**config.mk**
```make
export PLATFORM = sky130hd
export DESIGN_NAME = limit_command_sentence_parser
export DESIGN_NICKNAME = d
export VERILOG_FILES = /design/src/hdl/lcsp_pkg.sv /design/src/hdl/limit_command_sentence_parser.sv /design/src/hdl/lcsp_field_dec.sv
export SDC_FILE = /design/constraint.sdc
export NUM_CORES = 1
export LEC_CHECK = 0
export ABC_AREA = 1
export BUFFER_PORTS_ARGS = -buffer_cell sky130_fd_sc_hd__buf_4
export CAP_MARGIN = 20
export CORE_ASPECT_RATIO = 1.75
export CORE_MARGIN = 4
export CORE_UTILIZATION = 50
export DETAILED_ROUTE_END_ITERATION = 12
export PLACE_DENSITY = 0.67
export SETUP_SLACK_MARGIN = 0.1
export SKIP_LAST_GASP = 1
export SYNTH_ARGS = -nofsm -noshare
export SYNTH_HDL_FRONTEND = slang
export SYNTH_SLANG_ARGS = --single-unit
```
**constraint.sdc**
```tcl
create_clock -name clk -period 2.8 [get_ports clk]
set_input_delay 0.56 -clock clk [delete_from_list [all_inputs] [get_ports clk]]
set_output_delay 0.56 -clock clk [all_outputs]
set_load 0.03 [all_outputs]
```
**src/hdl/lcsp_pkg.sv**
```systemverilog
package lcsp_pkg;

    // Defaults for the top-level parameters
    localparam int DEF_SENSOR_COUNT = 3;
    localparam int DEF_MAX_LEN      = 64;
    localparam int DEF_VALUE_BITS   = 16;

    localparam int LIMIT_BITS = 16;
    localparam int NAME_LEN   = 6;

    // ASCII codes
    localparam logic [7:0] CH_DOLLAR = 8'h24;
    localparam logic [7:0] CH_COMMA  = 8'h2C;
    localparam logic [7:0] CH_CR     = 8'h0D;
    localparam logic [7:0] CH_SPACE  = 8'h20;
    localparam logic [7:0] CH_TAB    = 8'h09;
    localparam logic [7:0] CH_FF     = 8'h0C;
    localparam logic [7:0] CH_PLUS   = 8'h2B;
    localparam logic [7:0] CH_MINUS  = 8'h2D;
    localparam logic [7:0] CH_ZERO   = 8'h30;
    localparam logic [7:0] CH_NINE   = 8'h39;

    localparam logic [3:0] NAME_FAIL   = 4'd15;
    localparam logic [3:0] FIELD_LIMIT = 4'd15;

    typedef enum logic [2:0] {
        ST_APPLIED   = 3'd0,
        ST_OTHER     = 3'd1,
        ST_CKSUM     = 3'd2,
        ST_MALFORMED = 3'd3,
        ST_OVERFLOW  = 3'd4
    } status_t;

    typedef struct packed {
        logic neg;
        logic started;
        logic stopped;
    } field_flags_t;

    // Command name CONLIM, one character per position
    function automatic logic [7:0] cmd_char(input logic [3:0] pos);
        logic [7:0] c;
        case (pos)
            4'd0:    c = 8'h43;
            4'd1:    c = 8'h4F;
            4'd2:    c = 8'h4E;
            4'd3:    c = 8'h4C;
            4'd4:    c = 8'h49;
            4'd5:    c = 8'h4D;
            default: c = 8'h00;
        endcase
        return c;
    endfunction

    // Power-up limits, upper then lower per sensor
    function automatic logic [LIMIT_BITS-1:0] limit_init(input int slot);
        logic [LIMIT_BITS-1:0] v;
        case (slot)
            0:       v = 16'd35;
            1:       v = 16'd15;
            2:       v = 16'd65;
            3:       v = 16'd35;
            4:       v = 16'd1400;
            5:       v = 16'd650;
            default: v = 16'd0;
        endcase
        return v;
    endfunction

endpackage

```
**src/hdl/limit_command_sentence_parser.sv**
```systemverilog
// A carriage return passes from the byte register through one pass of parse logic into the
//   result register, which presents its status transaction.
// Throughput: one byte per cycle. in_stall rises only while a carriage return waits in
//   the byte register behind a result that the output side is stalling.
// Reset (rst_n, async, active low): idle outside any sentence, parse state cleared,
//   limit table reloaded with its power-up values.
module limit_command_sentence_parser #(
    parameter int SENSOR_COUNT = lcsp_pkg::DEF_SENSOR_COUNT,
    parameter int MAX_LEN      = lcsp_pkg::DEF_MAX_LEN,
    parameter int VALUE_BITS   = lcsp_pkg::DEF_VALUE_BITS
) (
    input  logic                            clk,
    input  logic                            rst_n,
    input  logic                            in_valid,
    output logic                            in_stall,
    input  logic [7:0]                      rx_byte,
    output logic                            out_valid,
    input  logic                            out_stall,
    output logic [2:0]                      status,
    output logic [1:0]                      sensor_index,
    output logic                            upper_selected,
    output logic [lcsp_pkg::LIMIT_BITS-1:0] new_limit
);
    import lcsp_pkg::*;

    localparam int CNT_BITS  = $clog2(MAX_LEN);
    localparam int SLOTS     = 2 * SENSOR_COUNT;
    localparam int SLOT_BITS = $clog2(SLOTS);

    // Byte register (input side)
    logic                  hold_valid_reg;
    logic [7:0]            hold_byte_reg;

    // Sentence state
    logic                  in_sentence_reg, in_sentence_next;
    logic [CNT_BITS-1:0]   byte_count_reg, byte_count_next;
    logic                  overflowed_reg, overflowed_next;
    logic [3:0]            field_number_reg, field_number_next;
    logic [7:0]            running_xor_reg, running_xor_next;
    logic [7:0]            xor_before_comma_reg, xor_before_comma_next;
    logic [VALUE_BITS-1:0] field_accum_reg, field_accum_next;
    field_flags_t          field_flags_reg, field_flags_next;
    logic [3:0]            name_match_reg, name_match_next;
    logic [VALUE_BITS-1:0] saved_reg [3];
    logic [VALUE_BITS-1:0] saved_next [3];
    logic [LIMIT_BITS-1:0] limit_table_reg [SLOTS];

    // Result register (output side)
    logic                  out_valid_reg;
    logic [2:0]            status_reg, status_next;
    logic [1:0]            index_reg, index_next;
    logic                  upper_reg, upper_next;
    logic [LIMIT_BITS-1:0] limit_reg, limit_next;

    // Field decoder outputs
    logic [VALUE_BITS-1:0] dec_accum;
    field_flags_t          dec_flags;
    logic [VALUE_BITS-1:0] field_val;

    logic                  ch_dollar;
    logic                  sentence_end;
    logic                  out_free;
    logic                  advance;
    logic                  table_write;
    logic [SLOT_BITS-1:0]  table_slot;

    lcsp_field_dec #(
        .VALUE_BITS (VALUE_BITS)
    ) u_field_dec (
        .accum      (field_accum_reg),
        .flags      (field_flags_reg),
        .ch         (hold_byte_reg),
        .accum_next (dec_accum),
        .flags_next (dec_flags),
        .value      (field_val)
    );

    // A byte that ends a sentence needs room in the result register; any other byte
    // moves through regardless of the output side.
    assign ch_dollar    = (hold_byte_reg == CH_DOLLAR);
    assign sentence_end = in_sentence_reg && (hold_byte_reg == CH_CR);
    assign out_free     = !out_valid_reg || !out_stall;
    assign advance      = hold_valid_reg && (out_free || !sentence_end);
    assign in_stall     = hold_valid_reg && !advance;

    always_ff @(posedge clk or negedge rst_n)
    begin
        if (!rst_n)
        begin
            hold_valid_reg <= 1'b0;
        end
        else if (!in_stall)
        begin
            hold_valid_reg <= in_valid;
        end
    end

    always_ff @(posedge clk)
    begin
        if (!in_stall)
        begin
            hold_byte_reg <= rx_byte;
        end
    end

    // Per-byte parse step
    always_comb
    begin
        in_sentence_next      = in_sentence_reg;
        byte_count_next       = byte_count_reg;
        overflowed_next       = overflowed_reg;
        field_number_next     = field_number_reg;
        running_xor_next      = running_xor_reg;
        xor_before_comma_next = xor_before_comma_reg;
        field_accum_next      = field_accum_reg;
        field_flags_next      = field_flags_reg;
        name_match_next       = name_match_reg;
        saved_next            = saved_reg;

        if (ch_dollar)
        begin
            // '$' always (re)starts a sentence
            in_sentence_next      = 1'b1;
            byte_count_next       = CNT_BITS'(1);
            overflowed_next       = 1'b0;
            field_number_next     = 4'd0;
            running_xor_next      = CH_DOLLAR;
            xor_before_comma_next = 8'd0;
            name_match_next       = 4'd0;
            field_accum_next      = '0;
            field_flags_next      = '0;
            for (int i = 0; i < 3; i++)
            begin
                saved_next[i] = '0;
            end
        end
        else if (sentence_end)
        begin
            in_sentence_next = 1'b0;
        end
        else if (in_sentence_reg && !overflowed_reg)
        begin
            if (byte_count_reg >= CNT_BITS'(MAX_LEN - 1))
            begin
                overflowed_next = 1'b1;
            end
            else
            begin
                byte_count_next = byte_count_reg + CNT_BITS'(1);
                if (hold_byte_reg == CH_COMMA)
                begin
                    if ((field_number_reg >= 4'd3) && (field_number_reg <= 4'd5))
                    begin
                        saved_next[2'(field_number_reg - 4'd3)] = field_val;
                    end
                    if (field_number_reg < FIELD_LIMIT)
                    begin
                        field_number_next = field_number_reg + 4'd1;
                    end
                    xor_before_comma_next = running_xor_reg;
                    running_xor_next      = running_xor_reg ^ hold_byte_reg;
                    field_accum_next      = '0;
                    field_flags_next      = '0;
                end
                else
                begin
                    running_xor_next = running_xor_reg ^ hold_byte_reg;
                    if (field_number_reg == 4'd0)
                    begin
                        if ((name_match_reg < 4'(NAME_LEN)) &&
                            (hold_byte_reg == cmd_char(name_match_reg)))
                        begin
                            name_match_next = name_match_reg + 4'd1;
                        end
                        else
                        begin
                            name_match_next = NAME_FAIL;
                        end
                    end
                    field_accum_next = dec_accum;
                    field_flags_next = dec_flags;
                end
            end
        end
    end

    // End-of-sentence verdict, in priority order
    always_comb
    begin
        index_next  = 2'd0;
        upper_next  = 1'b0;
        limit_next  = '0;
        table_write = 1'b0;
        if (overflowed_reg)
        begin
            status_next = ST_OVERFLOW;
        end
        else if (field_number_reg == 4'd0)
        begin
            status_next = ST_MALFORMED;
        end
        else if (field_val[7:0] != xor_before_comma_reg)
        begin
            status_next = ST_CKSUM;
        end
        else if (name_match_reg != 4'(NAME_LEN))
        begin
            status_next = ST_OTHER;
        end
        else if ((field_number_reg < 4'd6) ||
                 (saved_reg[0] >= VALUE_BITS'(SENSOR_COUNT)))
        begin
            status_next = ST_MALFORMED;
        end
        else
        begin
            status_next = ST_APPLIED;
            index_next  = 2'(saved_reg[0]);
            upper_next  = |saved_reg[1];
            limit_next  = LIMIT_BITS'(saved_reg[2]);
            table_write = 1'b1;
        end
    end

    // Upper limit sits at the even slot, lower at the odd one
    assign table_slot = SLOT_BITS'({saved_reg[0], !upper_next});

    always_ff @(posedge clk or negedge rst_n)
    begin
        if (!rst_n)
        begin
            in_sentence_reg      <= 1'b0;
            byte_count_reg       <= '0;
            overflowed_reg       <= 1'b0;
            field_number_reg     <= 4'd0;
            running_xor_reg      <= 8'd0;
            xor_before_comma_reg <= 8'd0;
            field_accum_reg      <= '0;
            field_flags_reg      <= '0;
            name_match_reg       <= 4'd0;
            for (int i = 0; i < 3; i++)
            begin
                saved_reg[i] <= '0;
            end
            for (int i = 0; i < SLOTS; i++)
            begin
                limit_table_reg[i] <= limit_init(i);
            end
        end
        else if (advance)
        begin
            in_sentence_reg      <= in_sentence_next;
            byte_count_reg       <= byte_count_next;
            overflowed_reg       <= overflowed_next;
            field_number_reg     <= field_number_next;
            running_xor_reg      <= running_xor_next;
            xor_before_comma_reg <= xor_before_comma_next;
            field_accum_reg      <= field_accum_next;
            field_flags_reg      <= field_flags_next;
            name_match_reg       <= name_match_next;
            saved_reg            <= saved_next;
            if (sentence_end && table_write)
            begin
                limit_table_reg[table_slot] <= limit_next;
            end
        end
    end

    // Result register: loads when a sentence ends, clears once taken
    always_ff @(posedge clk or negedge rst_n)
    begin
        if (!rst_n)
        begin
            out_valid_reg <= 1'b0;
        end
        else if (advance && sentence_end)
        begin
            out_valid_reg <= 1'b1;
        end
        else if (!out_stall)
        begin
            out_valid_reg <= 1'b0;
        end
    end

    always_ff @(posedge clk)
    begin
        if (advance && sentence_end)
        begin
            status_reg <= status_next;
            index_reg  <= index_next;
            upper_reg  <= upper_next;
            limit_reg  <= limit_next;
        end
    end

    assign out_valid      = out_valid_reg;
    assign status         = status_reg;
    assign sensor_index   = index_reg;
    assign upper_selected = upper_reg;
    assign new_limit      = limit_reg;

endmodule

```
**src/hdl/lcsp_field_dec.sv**
```systemverilog
module lcsp_field_dec #(
    parameter int VALUE_BITS = lcsp_pkg::DEF_VALUE_BITS
) (
    input  logic [VALUE_BITS-1:0]  accum,
    input  lcsp_pkg::field_flags_t flags,
    input  logic [7:0]             ch,
    output logic [VALUE_BITS-1:0]  accum_next,
    output lcsp_pkg::field_flags_t flags_next,
    output logic [VALUE_BITS-1:0]  value
);
    import lcsp_pkg::*;

    logic is_digit;
    logic is_space;
    logic is_sign;
    logic [VALUE_BITS-1:0] digit_val;

    assign is_digit  = (ch >= CH_ZERO) && (ch <= CH_NINE);
    assign is_space  = (ch == CH_SPACE) || ((ch >= CH_TAB) && (ch <= CH_FF));
    assign is_sign   = (ch == CH_PLUS) || (ch == CH_MINUS);
    assign digit_val = {{(VALUE_BITS-4){1'b0}}, ch[3:0]};

    // atoi-style step: skip leading blanks, one sign, then digits until a non-digit
    always_comb
    begin
        accum_next = accum;
        flags_next = flags;
        if (!flags.stopped && !(!flags.started && is_space))
        begin
            if (!flags.started && is_sign)
            begin
                flags_next.started = 1'b1;
                flags_next.neg     = (ch == CH_MINUS);
            end
            else if (is_digit)
            begin
                flags_next.started = 1'b1;
                accum_next = (accum << 3) + (accum << 1) + digit_val;
            end
            else
            begin
                flags_next.stopped = 1'b1;
            end
        end
    end

    assign value = flags.neg ? ({VALUE_BITS{1'b0}} - accum) : accum;

endmodule

```
Word level (Yosys, flattened, before mapping):

Index checks and enable logic that the tools add are counted.

* output and inout bits: 24
* logic and storage cells: 189
* flip-flop bits (word level): 131

* add/subtract/negate cells: 7
* order comparisons: 13
* eq/ne operators: 20
* bitwise gates (word level): 2
* reduce and logical (&&, ||, !) cells: 52
* muxes and demuxes: 74

Operators with widths (number)
* two-way mux 48 bit: 6
* two-way mux 16 bit: 10
* two-way mux 8 bit: 15
* two-way mux 4 bit: 13
* bitwise mux 48 bit: 1
* case mux 7 bit (6 select lines): 1
* equality test 8 x 6 -> 1 bit, second input constant: 5
* demux 16 bit (select 2 bit): 1
* AND reduction 6 bit: 5
* two-way mux 6 bit: 4
* two-way mux 3 bit: 6
* adder 16 bit: 1
* adder 16 x 4 -> 16 bit: 1
* >= comparator 16 x 2 -> 1 bit, second input constant: 1
* OR reduction 16 bit: 1
* subtractor 1 x 16 -> 16 bit, first input constant: 1
* AND reduction 7 bit: 2
* nonzero test 2 bit: 7
* logical AND 1 bit: 13
* two-way mux 1 bit: 13
* nonzero test 3 bit: 3
* adder 4 x 1 -> 4 bit, second input constant: 2
* equality test 4 x 2 -> 1 bit, second input constant: 2
* equality test 4 x 3 -> 1 bit, second input constant: 2
* other kinds (32): 52

Longest topological paths before layout:

Gate-level depths: netlist of run 1.

* depth in word-level cells: 17
* mapped depth: 13
* depth with buffers taken out: 13

Hierarchy:

From an unflattened synthesis of run 1, not the netlist that was laid out.

* cells, all modules: 1046
* area, all modules: 7965.1 µm²

By module, submodules not included
* limit_command_sentence_parser: cells each 713, area each 6203.4 µm², instances 1
* lcsp_field_dec: cells each 333, area each 1761.7 µm², instances 1

Worst setup path after synthesis of run 1:

No wires, ideal clock.

* kind: flip-flop to flip-flop
* from: register hold_byte_reg[3]
* to: register field_accum_reg[12]
* arrival: 2.383 ns
* clock period less this slack: 2.510 ns
* data required time: 2.673 ns
* setup slack: 0.290 ns
* stages on the path, launching flop included: 12
* cell sequence: edfxtp_1 -> clkinv_1 -> fa_1 -> inv_1 -> fa_1 -> nand3_1 -> nand2_1 -> nand2_1 -> nand3_1 -> a21oi_1 -> xor2_1 -> o21ai_0

* longest elaborated chain between the ends: 9
* elaborated cells on any way between the ends: 38

RTL lines
* start, declared: RTL line limit_command_sentence_parser.sv:32 `logic [7:0] hold_byte_reg;`
* start signal, assigned: RTL line limit_command_sentence_parser.sv:102 `hold_byte_reg <= rx_byte;`
* adder 16 x 4 -> 16 bit: RTL line lcsp_field_dec.sv:38 `accum_next = (accum << 3) + (accum << 1) + digit_val;`
* two-way mux 16 bit: RTL line lcsp_field_dec.sv:35 `else if (is_digit)`
* two-way mux 16 bit: RTL line lcsp_field_dec.sv:30 `if (!flags.started && is_sign)`
* two-way mux 16 bit: RTL line lcsp_field_dec.sv:28 `if (!flags.stopped && !(!flags.started && is_space))`
* two-way mux 16 bit: RTL line limit_command_sentence_parser.sv:150 `if (hold_byte_reg == CH_COMMA)`
* two-way mux 16 bit: RTL line limit_command_sentence_parser.sv:143 `if (byte_count_reg >= CNT_BITS'(MAX_LEN - 1))`
* two-way mux 16 bit: RTL line limit_command_sentence_parser.sv:141 `else if (in_sentence_reg && !overflowed_reg)`
* two-way mux 16 bit: RTL line limit_command_sentence_parser.sv:137 `else if (sentence_end)`
* two-way mux 16 bit: RTL line limit_command_sentence_parser.sv:120 `if (ch_dollar)`
* end signal, assigned: RTL line limit_command_sentence_parser.sv:258 `field_accum_reg <= field_accum_next;`
* end, declared: RTL line limit_command_sentence_parser.sv:41 `logic [VALUE_BITS-1:0] field_accum_reg, field_accum_next;`

Several ways; a longest one is shown, not always the timed one. The select of a mux whose other input is x is not followed.
A chain may end at the register's enable or synchronous reset.

Worst setup path in the final report of run 1:

* from: register hold_byte_reg[3]
* to: output in_stall

* longest elaborated chain between the ends: 7

RTL lines
* equality test 8 x 4 -> 1 bit: RTL line limit_command_sentence_parser.sv:81 `assign sentence_end = in_sentence_reg && (hold_byte_reg == CH_CR);`
* logical AND 1 bit: RTL line limit_command_sentence_parser.sv:81
* logical NOT 1 bit: RTL line limit_command_sentence_parser.sv:83 `assign advance = hold_valid_reg && (out_free || !sentence_end);`
* logical OR 1 bit: RTL line limit_command_sentence_parser.sv:83
* logical AND 1 bit: RTL line limit_command_sentence_parser.sv:83
* logical NOT 1 bit: RTL line limit_command_sentence_parser.sv:84 `assign in_stall = hold_valid_reg && !advance;`
* logical AND 1 bit: RTL line limit_command_sentence_parser.sv:84
* end, declared: RTL line limit_command_sentence_parser.sv:15 `output logic in_stall,`

Every way passes these cells.

==> impl_metrics.toml, run 1 <==
[global_route]
grt_usage_pct = 21.7
grt_pass1_wl_mm = 28.3
grt_pass1_vias = 5812
grt_max_degree = 42
overflow = 0
antenna_found_initial = 0

[routing]
vias = 5868
dr.pass1.iters = 6
detail-route-antenna-nets = 0
wl_met2_mm = 9.53
met3_length_um = 429
top_layer_used = "met4"
wl_mm = 17.1
remaining_drc_errors = 0
drt-wirelength-per-cell_um = 15.2
drtIter0Drc = 237
vias_per_cell = 5.23
drt-met1-wl_mm = 6.43

[power_and_ir_drop]
p_leak_nw = 4.07
combPwrFrac_pct = 5.9
power_density_mw_per_mm2 = 534
power.net_switching_mw = 1.11
switching_share_pct = 25.0
p_seq_share_pct = 45.7
p_int_mw = 3.34
pwr-share-clk_pct = 48.3
ir_drop_v = 0.000404
totalPowerFinal_mw = 4.45

[worst_setup_path]
cp.required_ns = 2.24
cp_slowest_cell = "edfxtp_1"
setup.worst_path.start = "hold_byte_reg[3]"
crit_type = "flip-flop to primary output"
cp.arrival_ns = 2.02
crit_fanout = 13
regToRegSetupSlack_ns = 0.29
timing.rr.start = "field_accum_reg[0]"
crit_top_cell = "nand2_1"
end_kind = "primary output"
cp_cell_sequence = "buf_6, nand2_1, nor3_4, nand2_1, nor2_1, nand2_1, nor2_2, buf_4"
cpPeakStageDelay_ns = 0.37
crit_path_start_kind = "flip-flop"

[place]
post-place-ws_ns = 0.201
gp_congestion = 0.869
dpl.hpwl_mm = 12.9
port_buffers = 35

[sta]
fin_tns_setup_ns = 0
fin_crit_sh_pct = 92.1
setup_ws_ns = 0.220
fmax_mhz = 388
hold_viol = 0
rsz0062_at_grt = "true"
clock_skew_ns = 0.00795
period_needed_ns = 2.58
tightest_slew_ns = 0.878
relSlewSlack_pct = 41.4
setup_viol = 0
slew_viol_final = 0

[floorplan]
die_w_um = 98.7
coreArea_mm2 = 0.0140
rows = 57
start_util_pct = 51.5
die_h_um = 167
num_io_pins = 36
die-area_mm2 = 0.0165

[yosys]
synth_area_leaders = "dfrtp_1, edfxtp_1, nand2_1"
syn_avg_cell_area_um2 = 8.23
syn-cell-area_mm2 = 0.00720
synth_cell_types = 41
synth_top_area_share_pct = 35.1
synthCells = 875
ys_ff_latch = 131
async_flop_share_pct = 77.1
synthFlopType = "dfrtp_1"
synth_warnings = 0
synth_top_area_cell = "dfrtp_1"
synth_edf_count = 30
seq_area_frac_synth_pct = 47.6
syn-num-nets = 925

[finish]
layout_commonest_cell = "nand2_1"
layout.nets = 982
largest_reg_flops = 48
area_growth_pct = 15.8
most-common-layout-cells = "nand2_1, inv_1, dfrtp_1"
seq_area_mm2 = 0.00343
antennaDiodeCount = 0
final_util_pct = 59.6
drive_above_1_share_pct = 12.2
fill_cells = 1298
multi_input_area_mm2 = 0.00323

[clock_network]
clk_latency_ns = 0.42
clkSinkCount = 131
clk_pin_slew_worst_paths_ns = 0.06
htreeDepth = 4
clock-root-buffer = "clkbuf_16"
postCtsHoldBufs = 0
cts-buffers-inserted = 17
tritoncts = "built"
clockBufferDepth = 2

[hold_path]
min-delay-path-class = "input port to async pin"

[outcome]
outcome = "finished, final reports clean"

[run]
cap_violations = 0
synth_stat cells (3+ instances only):
library cell	instances
a21oi_1	22
buf_2	7
nand4_1	9
nor3_1	7
xor2_1	15
clkbuf_1	5
buf_6	3
nand2_4	3
nand3b_1	4
nand2_2	4
nand2_1	220
nor4_1	5
nand3_1	68
inv_1	119
o21ai_1	30
or2_2	5
o31ai_1	4
ha_1	36
o21bai_1	3
o21ai_0	65
nor2_2	3
edfxtp_1	30
nor2_1	73
dfrtp_1	101
xnor2_1	12
worst paths after layout:
path,end,depth (start not counted)
worst max-delay path,in_stall,8
worst min-delay path,saved_reg[1],1
worst max register to register,field_accum_reg[12],11
worst min register to register,saved_reg[44],2
max in group asynchronous,field_accum_reg[4],2
min in group clk,hold_byte_reg[4],1
power groups by stage:
stage	sequential [mW]	combinational, mW	clock (mW)
floorplan	2.06	0.170	0
global placement	2.07	0.258	0
detailed placement	2.07	0.263	0
CTS	2.04	0.266	2.19
global route	2.04	0.302	2.29
finish	2.04	0.264	2.15
layer usage:
| metal | GRT usage [%] | vias up |
|---|---|---|
| li1 | - | 2951 |
| met1 | 23.0 | 2760 |
| met2 | 41.1 | 112 |
| met3 | 3.43 | 45 |
| met4 | 10.1 | 0 |
| met5 | 0 | - |
through the flow:
stage          area [um^2]  hold slack, ns  instances
6_report              8340           0.116       1122
4_1_cts               8320           0.121       1121
5_1_grt               8340           0.147       1122
3_3_place_gp          7740           0.467       1089
2_1_floorplan         7200           0.264        875
3_5_place_dp          7740           0.474       1089
area by class of cell:
| class | instances | share of cell area [%] |
|---|---|---|
| clock inverters | 14 | 1.73 |
| inverters | 122 | 5.49 |
| repair buffers | 55 | 5.15 |
| multi-input cells | 605 | 38.7 |
| clock buffers | 18 | 5.15 |
| well taps | 177 | 2.66 |
| flip-flops and latches | 131 | 41.1 |
what timing repair did:
item / CTS / global route
endpoints found under the setup margin: 1 / 2
buffers inserted: 0 / 1
resized for setup: 1 / 4
pin swaps: 0 / 1
critical path: cells and delay by family, from the launching register on:
kind,cells,cell delay [ns]
buffers and inverters,2,0.36
DFF,1,0.37
and+or+nand+nor,6,0.88
cells by family (layout without fill, tap and decap cells):
group | after synthesis | count (layout) | synth area share (%)
buf+inv | 139 | 209 | 7.75
compound gates | 129 | 129 | 9.36
simple gates | 411 | 411 | 25.2
fa+ha+maj | 38 | 38 | 6.81
flops | 131 | 131 | 47.6
xor+xnor | 27 | 27 | 3.28
No activity file was read; power rests on OpenSTA's default activity.
==> run 2, diff against run 1 <==
- ABC_AREA: 1 -> default
- CTS_CLUSTER_DIAMETER: default -> 80
==> run 2 against run 1 <==
  * Global-route usage up 0.18 points
  * Final cell count down 21%
  * Largest cell class unchanged
  * Largest power group is now sequential cells
  * Maximum frequency down 0.16%
==> impl_metrics.toml, run 2 <==
[worst_setup_path]
crit_path_start_kind = "flip-flop"
rr_endpoint = "saved_reg[1]"
end_kind = "flip-flop"
timing.rr.start = "hold_byte_reg[4]"
cp.required_ns = 3.13
regToRegSetupSlack_ns = 0.22
worst-path-buf-inv = 0
worst_r2r_path_depth = 6
cpPeakStageDelay_ns = 0.56
cp.arrival_ns = 2.91
cp_top_family = "simple AND/OR/NAND/NOR gates"
cp_slowest_cell = "nor4b_1"
crit_fanout = 15
cp_cell_sequence = "nor4b_1, nor2b_1, and2_1, nor3b_4, nand2_2, o2bb2ai_1"
crit_type = "flip-flop to flip-flop"

[floorplan]
num_io_pins = 36
die_h_um = 164
die-area_mm2 = 0.0159
die_w_um = 97.0
rows = 56
start_util_pct = 51.3
coreArea_mm2 = 0.0135

[yosys]
synth_cell_types = 71
async_flop_share_pct = 77.1
synth_top_area_share_pct = 36.4
yosysMostFrequentCell = "dfrtp_1"
syn_avg_cell_area_um2 = 10.9
ys_ff_latch = 131
synthTopCellsByCount = "dfrtp_1, nand2_1, o2bb2ai_1"
syn-num-nets = 686
synthFlopType = "dfrtp_1"
synth_area_leaders = "dfrtp_1, edfxtp_1, ha_1"
syn-cell-area_mm2 = 0.00693
synth_warnings = 0
synthCells = 636
synth_top_area_cell = "dfrtp_1"
synth_edf_count = 30
seq_area_frac_synth_pct = 49.4

[finish]
most-common-layout-cells = "dfrtp_1, buf_4, nand2_1"
layout_commonest_cell = "dfrtp_1"
fill_cells = 1108
stdcell_area_mm2 = 0.00826
seq_area_mm2 = 0.00343
largest_reg_flops = 48
antennaDiodeCount = 0
multi_input_area_mm2 = 0.00338
final_util_pct = 61.1
layout.nets = 753
area_growth_pct = 19.1
drive_above_1_share_pct = 19.1
final_cells = 890

[sta]
setup_viol = 0
tightest_slew_ns = 0.760
period_needed_ns = 2.58
slew_viol_final = 0
fin_tns_setup_ns = 0
fin_crit_sh_pct = 92.3
fmax_mhz = 387
setup_ws_ns = 0.216
clock_skew_ns = 0.0136
relSlewSlack_pct = 48.8
whs_ns = 0.0914
hold_viol = 0
rsz0062_at_grt = "true"

[routing]
detail-route-antenna-nets = 0
vias_per_cell = 5.99
remaining_drc_errors = 0
dr.pass1.iters = 5
drtIter0Drc = 278
vias = 5329
wl_mm = 16.8
drt-wirelength-per-cell_um = 18.8

[clock_network]
htreeDepth = 4
clk_latency_ns = 0.42
postCtsHoldBufs = 0
clk_pin_slew_worst_paths_ns = 0.06
clock-root-buffer = "clkbuf_16"
clockBufferDepth = 2
cts-buffers-inserted = 17
clkSinkCount = 131
tritoncts = "built"

[global_route]
grt_usage_pct = 21.9
overflow = 0
antenna_found_initial = 0
grt_pass1_vias = 5522
grt_pass1_wl_mm = 27.6
grt_max_degree = 46

[place]
place_inst = 856
placed_cell_area_mm2 = 0.00758
port_buffers = 35
gp_congestion = 0.901
post-place-ws_ns = 0.0628
dpl.hpwl_mm = 12.3

[power_and_ir_drop]
power_density_mw_per_mm2 = 612
totalPowerFinal_mw = 5.06
pwr-share-clk_pct = 43.4
p_seq_share_pct = 44.4
p_leak_nw = 3.60
p_int_mw = 3.64
combPwrFrac_pct = 12.2
ir_drop_v = 0.000462
switching_share_pct = 28.0
power.net_switching_mw = 1.42

[outcome]
outcome = "finished, final reports clean"

[hold_path]
min-delay-path-class = "input port to async pin"

[run]
cap_violations = 0
run 2: cell count changes after synthesis, moves of 16 or more:
cell / delta
nand2_1: -168
inv_1: -100
nand3_1: -49
o2bb2ai_1: +49
o21ai_0: -46
nor2_1: -29
o21ai_1: -27
and2_1: +20
a22o_1: +16
run 2: worst max-delay path by stage:
| stage | from | endpoint | cells past startpoint |
|---|---|---|---|
| after floorplan | field_accum_reg[0] | new_limit[10] | 10 |
| after global placement | hold_byte_reg[6] | saved_reg[34] | 6 |
| after detailed placement | field_accum_reg[1] | sensor_index[1] | 8 |
| after CTS | field_accum_reg[1] | new_limit[13] | 8 |
| after global routing | field_accum_reg[5] | field_accum_reg[14] | 8 |
| final | hold_byte_reg[4] | saved_reg[1] | 6 |
run 2: cell type report:
type | count | area share [%]
multi-input cells | 460 | 40.9
clock inverters | 15 | 1.99
flip-flops and latches | 131 | 41.5
well taps | 174 | 2.64
clock buffers | 17 | 5.15
repair buffers | 74 | 6.93
inverters | 19 | 0.864
run 2: cells by family after synthesis:
| family | synth area share (%) |
|---|---|
| AO/OA/AOI/OAI | 17.8 |
| XOR/XNOR | 5.76 |
| adder cells (fa/ha/maj) | 7.07 |
| buffers and inverters | 3.01 |
| flip-flops | 49.4 |
| multiplexers | 0.668 |
| AND/OR/NAND/NOR | 16.3 |
run 2: power groups by stage:
stage / Combinational, mW / Clock, mW / Sequential [mW]
floorplan: 0.426 / 0 / 2.23
global placement: 0.567 / 0 / 2.27
detailed placement: 0.597 / 0 / 2.28
CTS: 0.602 / 2.23 / 2.25
global route: 0.702 / 2.32 / 2.27
finish: 0.616 / 2.19 / 2.25
run 2: repair_timing:
action | CTS | global route
gates resized for setup | 2 | 12
buffers inserted | 0 | 1
pin swaps | 0 | 5
setup endpoints to repair | 20 | 28
endpoints found under the hold margin | 0 | 0
cloned | 0 | 1
run 2: routing by layer:
| metal | wire, um | vias to the layer above | track usage (%) |
|---|---|---|---|
| li1 | - | 2495 | - |
| met1 | 6090 | 2651 | 22.6 |
| met2 | 9290 | 133 | 41.4 |
| met3 | 515 | 50 | 3.99 |
| met4 | 854 | 0 | 12.0 |
| met5 | 0 | - | 0 |
==> run 3, diff against run 2 <==
- CORE_ASPECT_RATIO: 1.75 -> default
==> run 3 against run 2 <==
  * Core utilization hardly changed
  * Largest cell class unchanged
  * Flip-flop and latch count stayed put
  * Die area is 0.46% lower
  * Design area is 0.97% lower
  * Sequential power hardly changed
  * First-iteration DRC count is 27% higher
  * Maximum frequency is 0.34% lower
  * Worst setup slack worse by 0.0089 ns
  * Critical endpoint is now field_accum_reg[15]
  * Global-route usage is 1.3 points lower
==> impl_metrics.toml, run 3 (same netlist as run 2, synthesis figures left out) <==
[global_route]
grt_pass1_vias = 5204
overflow = 0
grt_pass1_wl_mm = 26.4
grt_usage_pct = 20.6
grt_max_degree = 53
antenna_found_initial = 0

[floorplan]
die-area_mm2 = 0.0158
die_h_um = 126
num_io_pins = 36
die_w_um = 126
start_util_pct = 51.7
rows = 42
coreArea_mm2 = 0.0134

[place]
post-place-ws_ns = 0.110
gp_congestion = 0.905
placed_cell_area_mm2 = 0.00758
dpl.hpwl_mm = 11.4
port_buffers = 35
place_inst = 857

[worst_setup_path]
worst_r2r_path_depth = 10
cp_cell_sequence = "inv_1, fa_1, inv_1, ha_1, a211oi_2, nor2_2, o2111ai_2, a41oi_1, xnor2_1, a22o_1"
worst-path-buf-inv = 2
setup.worst_path.start = "hold_byte_reg[3]"
end_kind = "flip-flop"
worstSetupEndpoint = "field_accum_reg[15]"
cp_slowest_cell = "fa_1"
cpPeakStageDelay_ns = 0.53
timing.rr.start = "hold_byte_reg[3]"
cp.arrival_ns = 2.90
crit_top_cell = "inv_1"
crit_type = "flip-flop to flip-flop"
cp_top_family = "compound AO/OA/AOI/OAI gates"
rr_endpoint = "field_accum_reg[15]"
crit_fanout = 4
cp.required_ns = 3.10
regToRegSetupSlack_ns = 0.21
worstSetupPathDepth = 10
crit_path_start_kind = "flip-flop"

[finish]
largest_reg_flops = 48
stdcell_area_mm2 = 0.00818
antennaDiodeCount = 0
area_growth_pct = 17.9
layout_commonest_cell = "dfrtp_1"
fill_cells = 1057
final_util_pct = 61.0
final_cells = 890
layout.nets = 752
drive_above_1_share_pct = 18.9
most-common-layout-cells = "dfrtp_1, buf_4, nand2_1"

[sta]
slew_viol_final = 0
clock_skew_ns = 0.0130
tightest_slew_ns = 0.649
setup_ws_ns = 0.207
relSlewSlack_pct = 56.7
fin_tns_setup_ns = 0
fin_crit_sh_pct = 92.6
setup_viol = 0
period_needed_ns = 2.59
fmax_mhz = 386
rsz0062_at_grt = "true"
hold_viol = 0

[clock_network]
clk_pin_slew_worst_paths_ns = 0.06
clockBufferDepth = 2
tritoncts = "built"
clk_latency_ns = 0.42
cts-buffers-inserted = 17
postCtsHoldBufs = 0
clock-root-buffer = "clkbuf_16"
clkSinkCount = 131
htreeDepth = 4

[routing]
drtIter0Drc = 354
detail-route-antenna-nets = 0
wl_mm = 15.6
remaining_drc_errors = 0
vias_per_cell = 5.84
drt-wirelength-per-cell_um = 17.5
dr.pass1.iters = 4
vias = 5200

[power_and_ir_drop]
ir_drop_v = 0.000418
p_leak_nw = 3.57
power_density_mw_per_mm2 = 598

[hold_path]
min-delay-path-class = "input port to async pin"

[outcome]
outcome = "finished, final reports clean"

[run]
cap_violations = 0
run 3: final cells by class:
cell class	count	area [um^2]	area share [%]
timing repair buffer	74	568	6.95
sequential	131	3430	41.9
clock inverter	10	75.1	0.918
tap	176	220	2.69
inverter	19	71.3	0.872
clock buffer	21	470	5.75
multi-input combinational	459	3340	40.9
run 3: power breakdown:
group	internal [mW]	total [mW]	switching, mW
combinational	0.272	0.597	0.326
sequential	2.09	2.26	0.166
clock	1.20	2.03	0.828
run 3: how the worst min path moves through the flow:
stage	startpoint	cells past startpoint	slack, ns	endpoint
floorplan	rst_n	0	0.26	byte_count_reg[0]
global placement	saved_reg[7]	1	0.46	saved_reg[7]
detailed placement	saved_reg[2]	1	0.47	saved_reg[2]
CTS	rst_n	1	0.18	name_match_reg[0]
global route	rst_n	1	0.22	name_match_reg[3]
finish	rst_n	1	0.17	name_match_reg[0]
run 3: timing repair:
action | CTS | global route
setup buffers | 0 | 2
pin swaps | 0 | 6
endpoints found under the setup margin | 2 | 37
resized for setup | 2 | 8
run 3: metal layers:
layer  GRT usage (%)  vias up  share of wire, %
met4            6.25        0               1.2
li1                -     2494                 -
met5               0        -                 0
met2            32.7      117                48
met3            5.25       13               5.5
met1            28.2     2576                45
run 3: through the flow:
step                      power (mW)  hold WS [ns]
after CTS                       4.91         0.184
after detailed placement        2.87         0.469
after global placement          2.83         0.464
after floorplan                 2.66         0.264
after global routing            5.12         0.219
final                           4.89         0.167
